<file path="src/rtl/dsc_pkg.sv">
`default_nettype none
// ----------------------------------------------------------------------------
// dsc_pkg: shared types and constants for the distinct subsequence counter
// letter alphabet, modulus, command format between the front and back parts
// ----------------------------------------------------------------------------
package dsc_pkg;

  localparam int AlphabetSize = 26;
  localparam int LetterW      = 5;
  localparam int CountW       = 30;
  localparam int IdxW         = (AlphabetSize > 1) ? $clog2(AlphabetSize) : 1;

  // prime modulus, fits in the count width
  localparam logic [CountW-1:0] Prime = CountW'(1000000007);

  // command queue between front and back, and result queue
  localparam int CmdDepth  = 2;
  localparam int CmdPtrW   = (CmdDepth > 1) ? $clog2(CmdDepth) : 1;
  localparam int CmdCntW   = $clog2(CmdDepth + 1);
  localparam int ResDepth  = 2;
  localparam int ResPtrW   = (ResDepth > 1) ? $clog2(ResDepth) : 1;
  localparam int ResCntW   = $clog2(ResDepth + 1);

  typedef enum logic {
    OpSkip,
    OpUpdate
  } op_e;

  typedef struct packed {
    op_e             op;
    logic [IdxW-1:0] idx;
    logic            last;
  } cmd_t;

endpackage
`default_nettype wire

</file>
<file path="src/rtl/dsc_front.sv">
`default_nettype none
// ----------------------------------------------------------------------------
// dsc_front: request intake
// classifies each letter and holds it in a short command queue
// ----------------------------------------------------------------------------
module dsc_front (
  input  wire logic                        clk_i,
  input  wire logic                        rst_ni,
  input  wire logic                        push_i,
  output logic                             full_o,
  input  wire logic [dsc_pkg::LetterW-1:0] letter_i,
  input  wire logic                        last_i,
  output logic                             cmd_valid_o,
  output dsc_pkg::cmd_t                    cmd_o,
  input  wire logic                        cmd_ready_i
);

  dsc_pkg::cmd_t                  cmd_mem_q [dsc_pkg::CmdDepth];
  logic [dsc_pkg::CmdPtrW-1:0]    wr_ptr_q, wr_ptr_d;
  logic [dsc_pkg::CmdPtrW-1:0]    rd_ptr_q, rd_ptr_d;
  logic [dsc_pkg::CmdCntW-1:0]    count_q, count_d;
  dsc_pkg::cmd_t                  cmd_new;
  logic                           wr_en, rd_en;

  // letters outside the alphabet only count for the end flag
  always_comb begin
    cmd_new.op   = (32'(letter_i) < 32'(dsc_pkg::AlphabetSize)) ? dsc_pkg::OpUpdate
                                                               : dsc_pkg::OpSkip;
    cmd_new.idx  = dsc_pkg::IdxW'(letter_i);
    cmd_new.last = last_i;
  end

  assign full_o      = (count_q == dsc_pkg::CmdCntW'(dsc_pkg::CmdDepth));
  assign cmd_valid_o = (count_q != '0);
  assign cmd_o       = cmd_mem_q[rd_ptr_q];
  assign wr_en       = push_i && !full_o;
  assign rd_en       = cmd_valid_o && cmd_ready_i;

  always_comb begin
    wr_ptr_d = wr_ptr_q;
    rd_ptr_d = rd_ptr_q;
    count_d  = count_q;
    if (wr_en) begin
      wr_ptr_d = (wr_ptr_q == dsc_pkg::CmdPtrW'(dsc_pkg::CmdDepth - 1)) ? '0
                                                                         : wr_ptr_q + 1'b1;
    end
    if (rd_en) begin
      rd_ptr_d = (rd_ptr_q == dsc_pkg::CmdPtrW'(dsc_pkg::CmdDepth - 1)) ? '0
                                                                         : rd_ptr_q + 1'b1;
    end
    if (wr_en && !rd_en) begin
      count_d = count_q + 1'b1;
    end else if (rd_en && !wr_en) begin
      count_d = count_q - 1'b1;
    end
  end

  always_ff @(posedge clk_i or negedge rst_ni) begin
    if (!rst_ni) begin
      wr_ptr_q <= '0;
      rd_ptr_q <= '0;
      count_q  <= '0;
    end else begin
      wr_ptr_q <= wr_ptr_d;
      rd_ptr_q <= rd_ptr_d;
      count_q  <= count_d;
    end
  end

  always_ff @(posedge clk_i) begin
    if (wr_en) begin
      cmd_mem_q[wr_ptr_q] <= cmd_new;
    end
  end

  // occupancy tracks requests in minus commands out
  a_count_track: assert property (@(posedge clk_i) disable iff (!rst_ni)
    (wr_en && !rd_en) |=> (count_q == $past(count_q) + 1'b1))
    else $error("command queue count lost a request");

endmodule
`default_nettype wire

</file>
<file path="src/rtl/dsc_back.sv">
`default_nettype none
// ----------------------------------------------------------------------------
// dsc_back: counting datapath
// per letter end counts and running total, modular update per update command
// ----------------------------------------------------------------------------
module dsc_back (
  input  wire logic                       clk_i,
  input  wire logic                       rst_ni,
  input  wire logic                       cmd_valid_i,
  input  wire dsc_pkg::cmd_t              cmd_i,
  output logic                            cmd_ready_o,
  output logic                            res_valid_o,
  output logic [dsc_pkg::CountW-1:0]      res_o,
  input  wire logic                       res_ready_i
);

  logic [dsc_pkg::CountW-1:0]   ends_q [dsc_pkg::AlphabetSize];
  logic [dsc_pkg::CountW-1:0]   total_q;
  logic [dsc_pkg::CountW-1:0]   old_cnt, fresh, upd_total, next_total;
  logic signed [dsc_pkg::CountW+1:0] sum_s;
  logic                         fire;

  // a command with the end flag needs room for its result
  assign cmd_ready_o = !cmd_i.last || res_ready_i;
  assign res_valid_o = cmd_valid_i && cmd_i.last;
  assign fire        = cmd_valid_i && cmd_ready_o;

  assign old_cnt = ends_q[cmd_i.idx];
  assign fresh   = (total_q == dsc_pkg::Prime - 1'b1) ? '0 : total_q + 1'b1;

  // total - old + fresh lies strictly between -p and 2p
  always_comb begin
    sum_s = $signed({2'b00, total_q}) + $signed({2'b00, fresh})
          - $signed({2'b00, old_cnt});
    if (sum_s < 0) begin
      upd_total = dsc_pkg::CountW'(sum_s + $signed({2'b00, dsc_pkg::Prime}));
    end else if (sum_s >= $signed({2'b00, dsc_pkg::Prime})) begin
      upd_total = dsc_pkg::CountW'(sum_s - $signed({2'b00, dsc_pkg::Prime}));
    end else begin
      upd_total = dsc_pkg::CountW'(sum_s);
    end
    next_total = (cmd_i.op == dsc_pkg::OpUpdate) ? upd_total : total_q;
  end

  assign res_o = next_total;

  always_ff @(posedge clk_i or negedge rst_ni) begin
    if (!rst_ni) begin
      total_q <= '0;
      for (int i = 0; i < dsc_pkg::AlphabetSize; i++) begin
        ends_q[i] <= '0;
      end
    end else if (fire) begin
      if (cmd_i.last) begin
        total_q <= '0;
        for (int i = 0; i < dsc_pkg::AlphabetSize; i++) begin
          ends_q[i] <= '0;
        end
      end else if (cmd_i.op == dsc_pkg::OpUpdate) begin
        total_q          <= upd_total;
        ends_q[cmd_i.idx] <= fresh;
      end
    end
  end

  a_total_in_range: assert property (@(posedge clk_i) disable iff (!rst_ni)
    total_q < dsc_pkg::Prime)
    else $error("running total left the residue range");

  a_clear_after_end: assert property (@(posedge clk_i) disable iff (!rst_ni)
    (fire && cmd_i.last) |=> (total_q == '0))
    else $error("total not cleared after end of string");

  a_hold_on_stall: assert property (@(posedge clk_i) disable iff (!rst_ni)
    (cmd_valid_i && !cmd_ready_o) |=> $stable(total_q))
    else $error("state changed while result queue was full");

endmodule
`default_nettype wire

</file>
<file path="src/rtl/dsc_res_queue.sv">
`default_nettype none
// ----------------------------------------------------------------------------
// dsc_res_queue: result queue
// holds finished counts until the consumer pops them
// ----------------------------------------------------------------------------
module dsc_res_queue (
  input  wire logic                        clk_i,
  input  wire logic                        rst_ni,
  input  wire logic                        wr_valid_i,
  output logic                             wr_ready_o,
  input  wire logic [dsc_pkg::CountW-1:0]  wr_data_i,
  output logic                             empty_o,
  input  wire logic                        pop_i,
  output logic [dsc_pkg::CountW-1:0]       rd_data_o
);

  logic [dsc_pkg::CountW-1:0]   mem_q [dsc_pkg::ResDepth];
  logic [dsc_pkg::ResPtrW-1:0]  wr_ptr_q, rd_ptr_q;
  logic [dsc_pkg::ResCntW-1:0]  count_q;
  logic                         wr_en, rd_en;

  assign wr_ready_o = (count_q != dsc_pkg::ResCntW'(dsc_pkg::ResDepth));
  assign empty_o    = (count_q == '0);
  assign rd_data_o  = mem_q[rd_ptr_q];
  assign wr_en      = wr_valid_i && wr_ready_o;
  assign rd_en      = pop_i && !empty_o;

  always_ff @(posedge clk_i or negedge rst_ni) begin
    if (!rst_ni) begin
      wr_ptr_q <= '0;
      rd_ptr_q <= '0;
      count_q  <= '0;
    end else begin
      if (wr_en) begin
        wr_ptr_q <= (wr_ptr_q == dsc_pkg::ResPtrW'(dsc_pkg::ResDepth - 1)) ? '0
                                                                           : wr_ptr_q + 1'b1;
      end
      if (rd_en) begin
        rd_ptr_q <= (rd_ptr_q == dsc_pkg::ResPtrW'(dsc_pkg::ResDepth - 1)) ? '0
                                                                           : rd_ptr_q + 1'b1;
      end
      if (wr_en && !rd_en) begin
        count_q <= count_q + 1'b1;
      end else if (rd_en && !wr_en) begin
        count_q <= count_q - 1'b1;
      end
    end
  end

  always_ff @(posedge clk_i) begin
    if (wr_en) begin
      mem_q[wr_ptr_q] <= wr_data_i;
    end
  end

  a_pop_drains: assert property (@(posedge clk_i) disable iff (!rst_ni)
    (rd_en && !wr_en) |=> (count_q == $past(count_q) - 1'b1))
    else $error("result queue count lost a pop");

endmodule
`default_nettype wire

</file>
<file path="src/rtl/distinct_subsequence_counter.sv">
`default_nettype none
// ----------------------------------------------------------------------------
// distinct_subsequence_counter: distinct subsequence count modulo 1000000007
// streams letters, keeps per letter end counts, emits total on the last one
// ----------------------------------------------------------------------------
//
//   channel   handshake         payload                    direction
//   input     push / full       letter_i[4:0], last_i      in
//   result    empty / pop       distinct_count_o[29:0]     out
//
// one letter per cycle sustained while the back part does not stall; the back
// part does one read-modify-write of a letter count plus one modular add per cycle
// a result shows after its last letter is queued and its count is registered
// reset clears counts, total and both queues at once
// full rises only when the command queue fills; the back part stalls only
// on a last letter while the result queue is full
//
module distinct_subsequence_counter (
  input  wire logic                        clk_i,
  input  wire logic                        rst_ni,
  // request side
  input  wire logic                        push,
  output logic                             full,
  input  wire logic [dsc_pkg::LetterW-1:0] letter_i,
  input  wire logic                        last_i,
  // result side
  output logic                             empty,
  input  wire logic                        pop,
  output logic [dsc_pkg::CountW-1:0]       distinct_count_o
);

  // front to back command stream
  logic                        cmd_valid;
  logic                        cmd_ready;
  dsc_pkg::cmd_t               cmd;

  // back to result queue
  logic                        res_valid;
  logic                        res_ready;
  logic [dsc_pkg::CountW-1:0]  res_data;

  // intake: range check on the letter, command queue
  dsc_front u_front (
    .clk_i       (clk_i),
    .rst_ni      (rst_ni),
    .push_i      (push),
    .full_o      (full),
    .letter_i    (letter_i),
    .last_i      (last_i),
    .cmd_valid_o (cmd_valid),
    .cmd_o       (cmd),
    .cmd_ready_i (cmd_ready)
  );

  // counting datapath, clears itself after the end of each string
  dsc_back u_back (
    .clk_i       (clk_i),
    .rst_ni      (rst_ni),
    .cmd_valid_i (cmd_valid),
    .cmd_i       (cmd),
    .cmd_ready_o (cmd_ready),
    .res_valid_o (res_valid),
    .res_o       (res_data),
    .res_ready_i (res_ready)
  );

  // finished counts wait here for the consumer
  dsc_res_queue u_res_queue (
    .clk_i      (clk_i),
    .rst_ni     (rst_ni),
    .wr_valid_i (res_valid),
    .wr_ready_o (res_ready),
    .wr_data_i  (res_data),
    .empty_o    (empty),
    .pop_i      (pop),
    .rd_data_o  (distinct_count_o)
  );

endmodule
`default_nettype wire
</file>
<file path="config.mk">
export PLATFORM = sky130hd
export DESIGN_NAME = distinct_subsequence_counter
export DESIGN_NICKNAME = d
export VERILOG_FILES = /design/src/rtl/dsc_pkg.sv /design/src/rtl/dsc_front.sv /design/src/rtl/dsc_back.sv /design/src/rtl/dsc_res_queue.sv /design/src/rtl/distinct_subsequence_counter.sv
export SDC_FILE = /design/constraint.sdc
export NUM_CORES = 2
export LEC_CHECK = 0
export BUFFER_PORTS_ARGS = -buffer_cell sky130_fd_sc_hd__buf_2
export CORE_MARGIN = 1
export CORE_UTILIZATION = 40
export CTS_BUF_LIST = sky130_fd_sc_hd__clkbuf_4
export CTS_CLUSTER_DIAMETER = 150
export DETAILED_ROUTE_END_ITERATION = 16
export HOLD_SLACK_MARGIN = 0.12
export MAX_ROUTING_LAYER = met4
export SLEW_MARGIN = 40
export SYNTH_ARGS = -nofsm -noshare
export SYNTH_HDL_FRONTEND = slang
export SYNTH_SLANG_ARGS = --single-unit
</file>
<file path="constraint.sdc">
create_clock -name clk_i -period 11.55 [get_ports clk_i]
set_clock_uncertainty 0.05 [all_clocks]
set_input_delay 0.5775 -clock clk_i [delete_from_list [all_inputs] [get_ports clk_i]]
set_output_delay 0.5775 -clock clk_i [all_outputs]
set_load 0.1 [all_outputs]
</file>
# After elaboration in Yosys (flattened, before gate mapping)
# Memory sizes are Yosys's and may differ from the RTL's.
# Index checks and enable logic that the tools add are counted.
[word_totals]
ff_bits = 818
n_memories = 2
in_bits = 10
ramBits = 74
[memory_table]
columns = ["name", "words", "width", "rd", "rd_clocked_by_memory_dff", "write_ports", "line", "source"]
rows = [
  ["u_res_queue.mem_q", 2, 30, 1, 0, 1, "dsc_res_queue.sv:17", "logic [dsc_pkg::CountW-1:0] mem_q [dsc_pkg::ResDepth];"],
  ["u_front.cmd_mem_q", 2, 7, 1, 0, 1, "dsc_front.sv:18", "dsc_pkg::cmd_t cmd_mem_q [dsc_pkg::CmdDepth];"],
]
[classes]
order_cmp = 5
n_bitwise = 1
n_mux = 26
eq_ne = 3
reduce_logical = 24
n_addsub = 13
[op_table]
columns = ["operator", "count"]
rows = [
  ["$mux 780", 2],
  ["$bwmux 780", 1],
  ["$mux 30", 8],
  ["$bmux 30 s5", 1],
  ["$demux 30 s5", 1],
  ["$ge 32x31->1 const B", 1],
  ["$lt 32x1->1 const B", 1],
  ["$sub 31x30->32", 1],
  ["$add 30x30->31", 1],
  ["$add 30x1->30 const B", 1],
  ["$add 30x28->30 const B", 1],
  ["$eq 30x30->1 const B", 1],
  ["$sub 30x28->30 const B", 1],
  ["$logic_and 1x1->1", 10],
  ["$mux 1", 9],
  ["$mux 2", 4],
  ["$reduce_bool 2->1", 4],
  ["$logic_not 1->1", 7],
  ["$ge 6x6->1 const B", 1],
  ["$lt 6x1->1 const B", 1],
  ["$not 5->6", 1],
  ["$lt 5x5->1 const B", 1],
  ["$add 1x1->1 const B", 4],
  ["$add 2x1->2 const B", 2],
  ["6 further kinds", 7],
]

# Depth between registers and ports, before layout
# An unclocked memory read counts as a cell.
[depth]
ltp_word = 11
mapped_depth = 29

# By module
# A second synthesis with hierarchy kept.
[hier_totals]
hier_cells = 3833
area_unflattened_um2 = 42977.5
[by_module_without_submodules]
columns = ["mod", "instances", "seq_area_each_um2", "area_per_inst_um2", "cells_each"]
rows = [
  ["dsc_back", 1, 20269.4, 39770.6, 3680],
  ["dsc_res_queue", 1, 1901.8, 2484.9, 111],
  ["dsc_front", 1, 520.5, 721.9, 42],
]

# Worst setup path before layout
# No wires, ideal clock.
[synth_timing]
path_kind = "register -> register"
start = "reg u_front.rd_ptr_q"
end = "mem u_res_queue.mem_q[0][29] (netlist name), data pin"
setup_slack_ps = 4832
setup_time_ps = 270
stages_incl_launch_ff = 25
required_ps = 11230
t_arrival_ps = 6398
path_cell_list = "dfrtp_1 buf_2 mux2_2 buf_2 buf_1 buf_1 mux4_2 a22oi_1 nand4_1 fa_1 inv_1 ha_1 buf_2 o21a_1 o21a_1 o22ai_1 xor2_1 or4_1 a221oi_2 o221ai_1 nor3b_1 o31a_1 a41oi_1 xor2_1 o21ai_1"
[synth_between]
elab_chain_cells = 10
word_cells_on_any_way = 13
classes_between = "add/sub (3); order compare (2); mux (6); bitwise (1); memory (1)"
[synth_rtl]
columns = ["element", "line", "source"]
rows = [
  ["start, declared", "dsc_front.sv:20", "logic [dsc_pkg::CmdPtrW-1:0] rd_ptr_q, rd_ptr_d;"],
  ["start signal, assigned", "dsc_front.sv:65", "rd_ptr_q <= rd_ptr_d;"],
  ["$mem_v2 2x7 *", "-", ""],
  ["$not 5->6 (implied by the code)", "dsc_back.sv:28", "assign old_cnt = ends_q[cmd_i.idx];"],
  ["$bmux 30 s5", "dsc_back.sv:28", ""],
  ["$mux 30 (implied by the code) (2 in series)", "dsc_back.sv:28", ""],
  ["$sub 31x30->32", "dsc_back.sv:34", "- $signed({2'b00, old_cnt});"],
  ["$sub 30x28->30 / $ge 32x31->1 (equally long branches)", "dsc_back.sv:38, dsc_back.sv:37", ""],
  ["$mux 30", "dsc_back.sv:37", "end else if (sum_s >= $signed({2'b00, dsc_pkg::Prime})) begin"],
  ["$mux 30", "dsc_back.sv:35", "if (sum_s < 0) begin"],
  ["$mux 30 *", "dsc_back.sv:42", "next_total = (cmd_i.op == dsc_pkg::OpUpdate) ? upd_total : total_q;"],
  ["via res_data (one bit)", "distinct_subsequence_counter.sv:40", "logic [dsc_pkg::CountW-1:0] res_data;"],
  ["end, declared", "dsc_res_queue.sv:17", ""],
]
# The timed path passes the listed nets; every way through them passes the cells marked *. The select of a mux whose other input is x is not followed.

# Worst setup path after layout
[layout_timing]
start = "reg u_front.rd_ptr_q"
end = "mem u_res_queue.mem_q[1][11] (netlist name), data pin"
# The elaborated chain is that of the path after synthesis.

==> reports/qor.txt <==
run status - finished, final reports clean
global-route wire length before repair - 213000 um
Highest Clock Rate - 123 MHz
crit path DAT - 8.87 ns
longest individual stage delay on the worst path - 0.73 ns
Final GP Congestion - 0.937
number of cells produced by synthesis - 3952
combinational family with the most area after synthesis - compound AO/OA/AOI/OAI gates
share of synthesized cell area in and, or, nand and nor gates - 10.8%
portion of synthesized cell area occupied by the leading cell type - 47.8%
placed wire-length estimate after detailed placement - 87800 um
most area-consuming cells after synthesis - dfrtp_1 48%, mux4_2 9.5%, o21ai_0 7.3%
worst reg2reg path endpoint - u_res_queue.mem_q[1][11]
internal reg-to-reg setup slack - 3.44 ns
number of filler instances in the final layout - 9932
y dimension of the die - 329 um
count of endpoints failing setup in the final report - 0
clock tree root driver cell - clkbuf_4
setup repair after global routing missed its margin - no
R2R depth - 19
number of placement rows - 119
total of flip-flops plus latches after synthesis - 892
slowest cell on the critical path - mux2_8
worst-path cell chain - mux2_8, buf_12, mux4_2, a22oi_1, and3_1, fa_1, ha_1, and2_1, and3_1, a21boi_0, o21a_1, nor2_1, xnor2_1, o2111a_1, a211oi_2, o21bai_1, a21oi_1, xnor2_1, o21ai_0
library cell occupying the most area in the post-synthesis netlist - dfrtp_1
number of vias per cell after detailed routing - 5.99
total routing usage reported by global routing - 26.9%
worst skew pair latency - 1.19 ns
CTS H-Tree Depth - 4
setup tns final - 0 ns
proportion of synthesized chip area in sequential cells - 53.0%
drc violations - 0
number of global-route vias before repair - 33500
depth of the worst hold-timing path - 2
CP Class - reg2reg
final hold viol count - 0
hold path startpoint - letter_i[4]
total via count in the routed design - 33400
clock tree from TritonCTS - built
WL per Instance - 25.1 um
final net count - 4082
area growth from synthesis to final layout - 12.3%
classification of the worst-slack hold path - in2reg
drt total wl - 140000 um
number of routed nets with antenna violations - 0
most frequently used flop master after synthesis - dfrtp_1
count of cell types in the netlist - 90
fraction of final layout cells sized beyond drive strength 1 - 20.1%
area inside the core boundary - 106000 sq um
headroom to the max-slew limit - 38.4%
Min Clock Period, post-route - 8.11 ns
largest net degree at the start of global routing - 103
worst endpoint required time - 12.31 ns
Synth Warn # - 0
GR Overflow Total - 0
initial antenna violation count - 7
Synthesized Nets - 4029
share of synthesized area spent on multiplexers - 10.7%
Gates resized, CTS repair - 0
post-synthesis share of cell area spent on xor and xnor gates - 1.67%
maximum fanout encountered on the critical timing path - 57
fraction of the cycle the final worst path needs - 70.2%
register clock-pin slew on the reported worst setup and hold paths - 0.06 ns
Longest Clk Path Bufs - 3
kind of launch point of the worst setup path - flop
family of cells with the greatest summed delay on the critical path - compound AO/OA/AOI/OAI gates
synthesized cell area - 42800 sq um
share of synthesized cell area in full adder, half adder and majority cells - 2.48%
DRC marker count from the first detailed-route iteration - 3727
Synth async-reset ratio - 91.7%
multi-input gate area in the final layout - 19200 sq um
count of pins on the block boundary - 42
number of synthesized flops with an enable pin - 74
post-synthesis compound-gate area fraction - 18.1%
setup fix buffers added after clock tree synthesis - 0
startpoint of the worst setup timing path - u_front.rd_ptr_q
DIE AREA - 108000 sq um
overall die width - 329 um
CTS buffer count - 232
Avg Cell Area, Syn - 10.8 sq um
end of the worst hold path - u_front.cmd_mem_q[0][5]
area used by sequential logic in the layout - 22700 sq um
Buf/Inv on CP - 1
clock sink count - 892
number of detailed-route iterations in the first pass - 5
slew at the pin with the worst max-slew slack - 0.921 ns
Max Transition Viols Final - 0
port bufs - 41
number of max-capacitance violations reported - 0
Critical Path End Type - flop
initial cell density of the core - 40.5%
r2r startpoint - u_front.rd_ptr_q
[cell usage after synthesis, drive strengths merged (15+ instances only)]
cell type / n
mux2: 37
a22oi: 37
edfxtp: 74
nand3: 36
a21o: 19
a22o: 260
nor3: 31
xor2: 30
clkbuf: 268
a21oi: 151
ha: 37
buf: 44
nand2: 784
fa: 30
and3: 35
o21ai: 652
inv: 49
mux4: 180
dfrtp: 818
o31ai: 15
xnor2: 50
nand4: 22
nor2: 112
[logic make-up after synthesis]
logic type	Yosys count
buffers and inverters	361
flip-flops	892
multiplexers	228
XOR/XNOR	80
AO/OA/AOI/OAI	1228
AND/OR/NAND/NOR	1096
adder cells (fa/ha/maj)	67
[area by class of cell]
| class | instances | area share [%] |
|---|---|---|
| Antenna cell | 13 | 0.0677 |
| Clock buffer | 368 | 5.75 |
| Clock inverter | 41 | 0.562 |
| Timing Repair Buffer | 131 | 2.44 |
| Inverter | 49 | 0.382 |
| Sequential cell | 892 | 47.2 |
| Multi-Input combinational cell | 2699 | 40.0 |
| Tap cell | 1391 | 3.62 |
[cell usage in the layout, fill, tap and decap left out, drive strengths merged, types with 8 or more instances in the layout]
cell,instances
o21a,8
a22oi,37
or3,14
nor3,31
o22ai,10
nand2,784
a21o,19
ha,37
nand3,36
mux2,37
o31ai,15
dfrtp,818
a211oi,10
dlygate4sd3,14
a21oi,151
nor2,112
mux2i,11
edfxtp,74
nand4,22
and3,35
clkbuf,369
inv,55
xor2,30
clkinv,30
buf,116
xnor2,50
mux4,180
a22o,260
and2,12
diode,13
fa,30
o21ai,652
[layer usage]
metal	vias up	track usage (%)	part of all wire, %
met3	291	6.91	8.9
met5	-	-	0
met4	0	10.7	3.3
li1	14500	-	-
met1	17100	35.5	42
met2	1493	39.6	46
[state kept, by name, indices dropped and copies added, names as in the netlist]
signal and count:
u_back.ends_q 780, u_res_queue.mem_q 60, u_back.total_q 30, u_front.cmd_mem_q 14, u_front.count_q 2, u_res_queue.count_q 2, u_front.rd_ptr_q 1, u_front.wr_ptr_q 1
u_res_queue.rd_ptr_q 1, u_res_queue.wr_ptr_q 1
[through the flow]
step / hold slack (ns) / std cells / utilization, % / setup WS (ns) / cell area [sq um]
final: 0.229 / 5584 / 45.5 / 3.44 / 48100
after global routing: 0.176 / 5578 / 45.5 / 2.94 / 48100
after CTS: 0.122 / 5567 / 45.3 / 2.90 / 47900
after detailed placement: 0.415 / 5143 / 42.3 / 2.93 / 44700
after global placement: 0.406 / 5138 / 42.0 / 3.05 / 44400
after floorplan: 0.232 / 3952 / - / 4.83 / 42800
[timing repair]
item | CTS | global route
hold endpoints to repair | 307 | 0
hold buffers | 15 | 0
setup endpoints to repair | 0 | 0
[how the worst max path moves through the flow]
stage                               end  slack (ns)  cells after the start
3_3_place_gp    u_res_queue.mem_q[0][8]        3.05                     20
6_report       u_res_queue.mem_q[1][11]        3.44                     19
3_5_place_dp    u_res_queue.mem_q[0][9]        2.93                     20
4_1_cts         u_res_queue.mem_q[0][9]        2.90                     20
2_1_floorplan  u_res_queue.mem_q[0][29]        4.83                     24
5_1_grt         u_res_queue.mem_q[0][0]        2.94                     19
Power is not shown: default switching activity piles up to over one toggle a cycle in this logic, so the estimate is an artifact.
